`src/design/dsc_pkg.sv`:
```
// dsc_pkg: shared constants, types and state encoding for the diffusion
// stencil coefficient block
// no dependencies
package dsc_pkg;

   localparam int IDX_W    = 20;
   localparam int VAL_W    = 32;
   localparam int ALB_W    = 17;
   localparam int ENTRY_W  = 48;
   localparam int NUM_ALB  = 6;
   localparam int CSR_IDX_W = 3;
   localparam int PROD_W   = 2 * VAL_W;
   localparam int NUM_W    = PROD_W + 17;
   localparam int DEN_W    = PROD_W + 1;
   localparam int QUOT_W   = 47;
   localparam int DIV_STEPS = QUOT_W;
   localparam int CNT_W    = $clog2(DIV_STEPS + 1);
   localparam int REQ_DATA_W = 200;
   localparam int REQ_USER_W = 4;
   localparam int RSP_DATA_W = 88;

   localparam logic [ALB_W-1:0] ONE_Q = ALB_W'(65536);
   localparam logic [QUOT_W-1:0] SAT_MAX = {QUOT_W{1'b1}};

   typedef enum logic [3:0] {
      ST_IDLE,
      ST_MUL0,
      ST_MUL1,
      ST_MUL2,
      ST_SETUP,
      ST_DIV1,
      ST_DIV2,
      ST_ACC,
      ST_OUT_OFF,
      ST_OUT_DIAG
   } state_type;

   typedef struct packed {
      logic              done;
      logic [QUOT_W-1:0] quot;
   } div_res_type;

endpackage

```
`src/design/diffusion_stencil_coefficients.sv`:
```
// diffusion_stencil_coefficients: top level, sequencer, albedo registers
// and leak sum; depends on dsc_pkg, dsc_mul and dsc_div
//
// A face transaction occupies the block until any results have been taken,
// so a receiver stall prolongs it: three products on the shared 32x32
// multiplier, one divider start step, then two dependent divisions on the
// shared bit-serial divider (47 quotient bits each, one per cycle, the done
// flag of the first also starting the second), one accumulate step and the
// idle state in which the next face is accepted. A division whose quotient
// overflows or whose divisor is zero finishes without iterating.
// An interior face yields an off-diagonal entry, a face marked last yields
// the diagonal (removal plus leak sum) after it, and the next face is
// accepted once those results have been taken.
module diffusion_stencil_coefficients import dsc_pkg::*; (
   input  logic                  clock,
   input  logic                  reset,
   input  logic                  req_tvalid,
   output logic                  req_tready,
   // cell_index, neighbor_index, cell_diff, cell_width, neighbor_diff,
   // neighbor_width, removal
   input  logic [REQ_DATA_W-1:0] req_tdata,
   // face, at_boundary
   input  logic [REQ_USER_W-1:0] req_tuser,
   input  logic                  req_tlast,
   output logic                  rsp_tvalid,
   input  logic                  rsp_tready,
   // row_out, col_out, entry_value
   output logic [RSP_DATA_W-1:0] rsp_tdata,
   output logic                  rsp_tlast,
   input  logic                  csr_valid,
   output logic                  csr_ready,
   input  logic [CSR_IDX_W-1:0]  csr_index,
   input  logic [ALB_W-1:0]      csr_data
);

   state_type state_ff, state_in;

   logic [ALB_W-1:0]   alb_ff [NUM_ALB];
   logic [ENTRY_W-1:0] leak_ff, leak_in;

   logic [IDX_W-1:0]   row_ff, col_ff;
   logic               bnd_ff, last_ff;
   logic [VAL_W-1:0]   d_ff, h_ff, dn_ff, hn_ff, rem_ff;
   logic [ALB_W-1:0]   om_ff;
   logic [ALB_W:0]     op_ff;
   logic [PROD_W-1:0]  p0_ff, p1_ff;
   logic [QUOT_W-1:0]  t_ff;
   logic [ENTRY_W-1:0] off_ff, diag_ff;

   logic               accept;
   logic [ALB_W-1:0]   alb_sel;
   logic [ALB_W-1:0]   alb_clamp;

   logic [VAL_W-1:0]   mul_a, mul_b;
   logic [PROD_W-1:0]  product;
   logic               div_start;
   logic [NUM_W-1:0]   div_num;
   logic [DEN_W-1:0]   div_den;
   div_res_type        div_res;

   logic               cap_p0, cap_p1, cap_t, do_acc;

   logic [ENTRY_W:0]   leak_sum;
   logic [ENTRY_W-1:0] leak_sat;
   logic signed [ENTRY_W+1:0] diag_full;
   logic [ENTRY_W-1:0] diag_sat;
   logic signed [ENTRY_W+1:0] diag_hi, diag_lo;

   assign accept    = req_tvalid && req_tready;
   assign csr_ready = 1'b1;

   assign alb_sel   = (req_tuser[2:0] < 3'(NUM_ALB)) ? alb_ff[req_tuser[2:0]] : ONE_Q;
   assign alb_clamp = (alb_sel > ONE_Q) ? ONE_Q : alb_sel;

   dsc_mul u_mul (
      .clock   (clock),
      .op_a    (mul_a),
      .op_b    (mul_b),
      .product (product)
   );

   dsc_div u_div (
      .clock (clock),
      .reset (reset),
      .start (div_start),
      .num   (div_num),
      .den   (div_den),
      .res   (div_res)
   );

   // next state
   always_comb begin
      state_in = state_ff;
      case (state_ff)
         ST_IDLE:     if (req_tvalid) state_in = ST_MUL0;
         ST_MUL0:     state_in = ST_MUL1;
         ST_MUL1:     state_in = ST_MUL2;
         ST_MUL2:     state_in = ST_SETUP;
         ST_SETUP:    state_in = ST_DIV1;
         ST_DIV1:     if (div_res.done) state_in = ST_DIV2;
         ST_DIV2:     if (div_res.done) state_in = ST_ACC;
         ST_ACC: begin
            if (!bnd_ff)
               state_in = ST_OUT_OFF;
            else if (last_ff)
               state_in = ST_OUT_DIAG;
            else
               state_in = ST_IDLE;
         end
         ST_OUT_OFF:  if (rsp_tready) state_in = last_ff ? ST_OUT_DIAG : ST_IDLE;
         ST_OUT_DIAG: if (rsp_tready) state_in = ST_IDLE;
         default:     state_in = ST_IDLE;
      endcase
   end

   // outputs
   always_comb begin
      req_tready = 1'b0;
      rsp_tvalid = 1'b0;
      rsp_tdata  = {off_ff, col_ff, row_ff};
      rsp_tlast  = 1'b0;
      mul_a      = d_ff;
      mul_b      = dn_ff;
      div_start  = 1'b0;
      div_num    = {p0_ff, 17'b0};
      div_den    = bnd_ff ? (DEN_W'({p1_ff[PROD_W-3:0], 2'b00}) + DEN_W'(product))
                          : (DEN_W'(p1_ff) + DEN_W'(product));
      cap_p0     = 1'b0;
      cap_p1     = 1'b0;
      cap_t      = 1'b0;
      do_acc     = 1'b0;
      case (state_ff)
         ST_IDLE: req_tready = 1'b1;
         ST_MUL0: begin
            mul_a = d_ff;
            mul_b = bnd_ff ? VAL_W'(om_ff) : dn_ff;
         end
         ST_MUL1: begin
            mul_a  = bnd_ff ? d_ff : hn_ff;
            mul_b  = bnd_ff ? VAL_W'(op_ff) : d_ff;
            cap_p0 = 1'b1;
         end
         ST_MUL2: begin
            mul_a  = bnd_ff ? VAL_W'(om_ff) : h_ff;
            mul_b  = bnd_ff ? h_ff : dn_ff;
            cap_p1 = 1'b1;
         end
         ST_SETUP: div_start = 1'b1;
         ST_DIV1: begin
            div_num   = {18'b0, div_res.quot, 16'b0};
            div_den   = DEN_W'(h_ff);
            div_start = div_res.done;
         end
         ST_DIV2: cap_t = div_res.done;
         ST_ACC:  do_acc = 1'b1;
         ST_OUT_OFF: rsp_tvalid = 1'b1;
         ST_OUT_DIAG: begin
            rsp_tvalid = 1'b1;
            rsp_tdata  = {diag_ff, row_ff, row_ff};
            rsp_tlast  = 1'b1;
         end
         default: ;
      endcase
   end

   // leak sum and diagonal with saturation
   assign leak_sum  = {1'b0, leak_ff} + (ENTRY_W+1)'(t_ff);
   assign leak_sat  = (leak_sum > (ENTRY_W+1)'(SAT_MAX)) ? ENTRY_W'(SAT_MAX)
                                                        : leak_sum[ENTRY_W-1:0];
   assign diag_full = (ENTRY_W+2)'($signed(rem_ff)) + $signed({2'b00, leak_sat});
   assign diag_hi   = $signed({3'b000, SAT_MAX});
   assign diag_lo   = -diag_hi - $signed((ENTRY_W+2)'(1));
   assign diag_sat  = (diag_full > diag_hi) ? diag_hi[ENTRY_W-1:0]
                    : (diag_full < diag_lo) ? diag_lo[ENTRY_W-1:0]
                    : diag_full[ENTRY_W-1:0];

   always_comb begin
      leak_in = leak_ff;
      if (do_acc)
         leak_in = last_ff ? '0 : leak_sat;
   end

   always_ff @(posedge clock) begin
      if (reset) begin
         state_ff <= ST_IDLE;
         leak_ff  <= '0;
         for (int i = 0; i < NUM_ALB; i++)
            alb_ff[i] <= ONE_Q;
      end else begin
         state_ff <= state_in;
         leak_ff  <= leak_in;
         if (csr_valid && csr_ready && (csr_index < CSR_IDX_W'(NUM_ALB)))
            alb_ff[csr_index] <= csr_data;
      end
   end

   always_ff @(posedge clock) begin
      if (accept) begin
         row_ff  <= req_tdata[19:0];
         col_ff  <= req_tdata[39:20];
         d_ff    <= req_tdata[71:40];
         h_ff    <= req_tdata[103:72];
         dn_ff   <= req_tdata[135:104];
         hn_ff   <= req_tdata[167:136];
         rem_ff  <= req_tdata[199:168];
         bnd_ff  <= req_tuser[3];
         last_ff <= req_tlast;
         om_ff   <= ONE_Q - alb_clamp;
         op_ff   <= {1'b0, ONE_Q} + {1'b0, alb_clamp};
      end
      if (cap_p0)
         p0_ff <= product;
      if (cap_p1)
         p1_ff <= product;
      if (cap_t)
         t_ff <= div_res.quot;
      if (do_acc) begin
         off_ff  <= '0 - ENTRY_W'(t_ff);
         diag_ff <= diag_sat;
      end
   end

endmodule

```
`src/design/dsc_mul.sv`:
```
// dsc_mul: shared 32x32 unsigned multiplier with registered product
// depends on dsc_pkg
module dsc_mul import dsc_pkg::*; (
   input  logic              clock,
   input  logic [VAL_W-1:0]  op_a,
   input  logic [VAL_W-1:0]  op_b,
   output logic [PROD_W-1:0] product
);

   logic [PROD_W-1:0] product_ff;
   logic [PROD_W-1:0] product_in;

   assign product_in = PROD_W'(op_a) * PROD_W'(op_b);

   always_ff @(posedge clock) begin
      product_ff <= product_in;
   end

   assign product = product_ff;

endmodule

```
`src/design/dsc_div.sv`:
```
// dsc_div: iterative restoring divider, one quotient bit per cycle,
// quotient saturated to 47 bits; depends on dsc_pkg
module dsc_div import dsc_pkg::*; (
   input  logic             clock,
   input  logic             reset,
   input  logic             start,
   input  logic [NUM_W-1:0] num,
   input  logic [DEN_W-1:0] den,
   output div_res_type      res
);

   logic              busy_ff, busy_in;
   logic              done_ff, done_in;
   logic [CNT_W-1:0]  cnt_ff, cnt_in;
   logic [DEN_W-1:0]  rem_ff, rem_in;
   logic [QUOT_W-1:0] low_ff, low_in;
   logic [QUOT_W-1:0] quot_ff, quot_in;
   logic [DEN_W-1:0]  den_ff, den_in;
   logic [DEN_W:0]    shifted;
   logic [DEN_W:0]    diff;
   logic              ge;
   logic [DEN_W-1:0]  num_hi;

   assign num_hi  = DEN_W'(num[NUM_W-1:QUOT_W]);
   assign shifted = {rem_ff, low_ff[QUOT_W-1]};
   assign ge      = shifted >= {1'b0, den_ff};
   assign diff    = shifted - {1'b0, den_ff};

   always_comb begin
      busy_in = busy_ff;
      done_in = 1'b0;
      cnt_in  = cnt_ff;
      rem_in  = rem_ff;
      low_in  = low_ff;
      quot_in = quot_ff;
      den_in  = den_ff;
      if (start) begin
         if (den == '0) begin
            quot_in = (num != '0) ? SAT_MAX : '0;
            done_in = 1'b1;
         end else if (num_hi >= den) begin
            quot_in = SAT_MAX;
            done_in = 1'b1;
         end else begin
            busy_in = 1'b1;
            rem_in  = num_hi;
            low_in  = num[QUOT_W-1:0];
            cnt_in  = CNT_W'(DIV_STEPS);
            quot_in = '0;
            den_in  = den;
         end
      end else if (busy_ff) begin
         rem_in  = ge ? diff[DEN_W-1:0] : shifted[DEN_W-1:0];
         low_in  = {low_ff[QUOT_W-2:0], 1'b0};
         quot_in = {quot_ff[QUOT_W-2:0], ge};
         cnt_in  = cnt_ff - CNT_W'(1);
         if (cnt_ff == CNT_W'(1)) begin
            busy_in = 1'b0;
            done_in = 1'b1;
         end
      end
   end

   always_ff @(posedge clock) begin
      if (reset) begin
         busy_ff <= 1'b0;
         done_ff <= 1'b0;
         cnt_ff  <= '0;
      end else begin
         busy_ff <= busy_in;
         done_ff <= done_in;
         cnt_ff  <= cnt_in;
      end
   end

   always_ff @(posedge clock) begin
      rem_ff  <= rem_in;
      low_ff  <= low_in;
      quot_ff <= quot_in;
      den_ff  <= den_in;
   end

   assign res.done = done_ff;
   assign res.quot = quot_ff;

endmodule

```
`config.mk`:
```
export PLATFORM = sky130hd
export DESIGN_NAME = diffusion_stencil_coefficients
export DESIGN_NICKNAME = d
export VERILOG_FILES = /design/src/design/dsc_pkg.sv /design/src/design/diffusion_stencil_coefficients.sv /design/src/design/dsc_mul.sv /design/src/design/dsc_div.sv
export SDC_FILE = /design/constraint.sdc
export NUM_CORES = 2
export LEC_CHECK = 0
export ABC_AREA = 1
export BUFFER_PORTS_ARGS = -buffer_cell sky130_fd_sc_hd__buf_2
export CAP_MARGIN = 25
export CORE_ASPECT_RATIO = 0.5
export CORE_UTILIZATION = 35
export CTS_BUF_LIST = sky130_fd_sc_hd__clkbuf_4 sky130_fd_sc_hd__clkbuf_8
export CTS_CLUSTER_DIAMETER = 30
export DETAILED_ROUTE_END_ITERATION = 6
export SYNTH_ARGS = -nofsm -noshare
export SYNTH_HDL_FRONTEND = slang
export SYNTH_HIERARCHICAL = 1
export SYNTH_SLANG_ARGS = --single-unit
```
`constraint.sdc`:
```
create_clock -name clock -period 45.1 [get_ports clock]
set_input_delay 2.255 -clock clock [delete_from_list [all_inputs] [get_ports clock]]
set_output_delay 2.255 -clock clock [all_outputs]
set_load 0.03 [all_outputs]
```
==> run summary <==
The run finished with clean final reports. After detailed routing, the number of vias per cell comes to 5.10. The number of global-route vias before repair is 87300. The clock passes through at most 4 buffers.

In this run the post-CTS setup repair buffer count came out at 0. The synthesized area per cell is 7.57 um^2. By instance count, the cell type seen most on the critical path is fa_1.

The worst-path maximum fanout works out to 32. Counting the buffers created by CTS gives 219. The library cells used most frequently in the layout, excluding fill and tap cells, are nand2_1 (3989), inv_1 (2685), nor2_1 (1062). The run gives 0.262 as the overall routing resource usage.

TritonCTS built the clock tree. The row count came out at 138. Input and output buffers added on the ports amount to 320. The startpoint of the lowest-slack register-to-register path was state_ff[0]. The multiplexer share of the synthesized area came out at 0. The worst slew slack as a fraction of its limit was 0.207; the fraction of final layout cells sized beyond drive strength 1 was 0.0784.

The final-report max-slew violation count is 0, and the synthesis-to-finish area growth is 11.5%. The top cell type by total area after synthesis is edfxtp_1. The tools report the launch instance of the worst min-delay path as u_div/quot_ff[15]. The pre-antenna-repair detailed-routing pass consisted of 6 iterations.

The hold path endpoint is t_ff[15]. The finished cells cover 0.111 mm^2. Entering global routing, the biggest net connects 87 pins. For the area occupied by registers, the log shows 0.0285 mm^2. The synthesized design contains 865 enable-type register cells. The area of placed instances was 0.106 mm^2. The count of cells along the worst hold path was 0; the xor-xnor portion of the synthesized cell area was 0.0206. The worst setup path is launched from a register. The worst setup path is of the register to register kind. STA classifies the critical path endpoint as a register.

Hold repair after CTS inserted 0 buffers. The clock skew came out at 0.155 ns. The logs give 0.393 for the final standard cell utilization of the core and 0.353 for the starting utilization of the core area. Most frequent standard cell in the layout excluding fill and tap cells: nand2_1. The fraction of the mapped netlist area in simple logic gates is 0.244, and the estimated wirelength of the detail-placed design is 304 mm. The total count of hold-check failures in the final report came out at 0.

The adder and majority cell fraction of the synthesized area is 0.255. After detailed routing, the total wire length is 386 mm. The share of the synthesized area in compound gates (AO/OA/AOI/OAI) works out to 0.0755.

The number of antenna violations at the first check in global routing was 27. Number of synthesized register bits: 989. The measured slew at the worst slew-check pin works out to 1.19 ns. Number of design-rule violations left by the first detailed-router iteration: 8689. The routability-driven placement congestion ratio came out at 1.02. The tools report the layout filler cell count as 29500.

The depth of the CTS H-tree is 4, and the count of different cell masters after synthesis is 66. Detailed routing inserted a total of 89200 vias. The required time of the critical path is 45.91 ns, and the number of design rule violations left after detail routing is 0.

The portion of synthesized cell area occupied by the leading cell type came out at 0.260. The depth of the worst register-to-register path is 31. Gates resized during post-CTS repair numbered 0.

Clock-pin slew was measured on the worst setup and hold paths at 0.07 ns. By area, the combinational part of the netlist is dominated by adder cells. The number of sinks driven by the clock tree was 989. After detailed routing, the average wire length per cell comes to 22.0 um.

The run gives 6 as the total of warnings raised by yosys. Static timing analysis puts the maximum clock frequency at 99.4 MHz. In the final layout, the multi-input gates occupy 0.0604 mm^2.

In this run the horizontal extent of the chip is 758 um. Number of top-level design ports: 322. The logs give 0.288 mm^2 for the die area and 1.01 ns for the clock latency on the worst-skew pair.

Ranked by total cell area, the synthesized netlist is headed by edfxtp_1 (26%), fa_1 (18%), nand2_1 (15%). In this run the remaining antenna-violating nets after routing total 0. The run gives 35.04 ns as the worst setup slack for register-to-register paths. The vertical die dimension is 380 um.

In the synthesized netlist the dominant register cell turns out to be edfxtp_1. For the final routed database, the setup TNS stands at 0 ns. The portion of the post-synthesis area used by sequential elements is 0.285, and the data arrival time of the critical path is 10.88 ns.

The share of flip-flops with an asynchronous set or reset after synthesis was 0. On the critical path, the stage with the largest delay is an instance of a21oi_4. First-pass GRT wire length: 564 mm.

Highest cell delay on the worst timing path: 0.85 ns. Setup repair after global routing left no endpoint under its margin. The run gives 0 as the total of endpoints with negative setup slack in the final report. In this run the critical register-to-register path is captured at u_mul/product[34]. The run gives 0 as the overflow left after global routing.

The library cell used as clock root buffer was clkbuf_8. The final worst-path cycle share was 0.223. The hold slack came out at 0.457 ns.

The smallest clock period supported by the final layout is computed as 10.06 ns. The post-synthesis instance total was 13200. The worst hold path belongs to the class register to register. Max-cap violations in this run came to 0.

The core outline area was 0.284 mm^2; the final layout net count was 15300. In this run the cell area of the synthesized design comes to 0.0999 mm^2.
cell usage after synthesis, drive strengths merged, types with 9 or more instances:
library cell and n:
o21ai 451, fa 901, or2 54, buf 89
xnor2 85, o2111ai 18, and3 11, xor2 149
a21boi 16, nand4 95, nor3 87, o221ai 14
ha 593, nor2 1116, a21o 48, edfxtp 865
dfxtp 124, o211ai 46, clkbuf 313, a21oi 617
o21bai 45, a31oi 41, nand3 522, nor4 47
nand2 4020, nand3b 44, inv 2719, o21a 28
a32oi 9
critical path: cells and delay by family (launching register included):
kind,cells,cell delay [ns]
adders and majority gates,9,4.38
buffers and inverters,10,1.80
DFF,1,0.54
AOI/OAI and AO/OA,2,0.95
and+or+nand+nor,9,1.65
xor gates and xnor gates,1,0.44
flip-flops by register name (all words and copies together) (netlist names), 47 cells and up:
signal and count:
p1_ff 64, u_div/rem_ff 65, p0_ff 64, u_mul/product 64, diag_ff 48, u_div/low_ff 47
t_ff 47, leak_ff 48, u_div/den_ff 65, u_div/quot_ff 47, alb_ff 134, off_ff 48
cells by family (layout without fill, tap and decap cells):
group	count (synthesis)	count (layout)
and+or+nand+nor	6003	6003
buffers and inverters	3127	3567
adders and majority gates	1494	1494
AOI/OAI and AO/OA	1353	1353
DFF	989	989
xor gates and xnor gates	234	234
other	2	83
layer usage:
metal / part of all wire / vias to the layer above / GRT usage
met5: 0.00027 / - / 0
met4: 0.043 / 14 / 0.101
met3: 0.087 / 684 / 0.0502
met2: 0.44 / 3709 / 0.408
met1: 0.43 / 43300 / 0.361
li1: - / 41500 / -
worst max-delay path by stage:
stage / from / end
final: state_ff[0] / u_mul/product[34]
after global routing: state_ff[3] / u_mul/product[34]
after CTS: state_ff[0] / u_mul/product[34]
after detailed placement: state_ff[0] / u_mul/product[34]
after global placement: state_ff[0] / u_mul/product[34]
after floorplan: req_tvalid / bnd_ff
stage by stage:
step	std cells	setup slack (ns)
after floorplan	13300	25.88
after global placement	17100	34.88
after detailed placement	17100	35.21
after CTS	17500	35.17
after global routing	17500	34.74
final	17500	35.04
area by class of cell:
class / count / share of cell area
multi-input cells: 9151 / 0.542
well taps: 3780 / 0.0425
diodes: 16 / 0.000359
flip-flops and latches: 989 / 0.255
clock inverters: 148 / 0.0148
inverters: 2725 / 0.0919
clock buffers: 248 / 0.0293
repair buffers: 446 / 0.0236
Power is left out: the tool's default activity adds up to more than one toggle a clock period on the data nets, which glitch-free logic cannot reach.
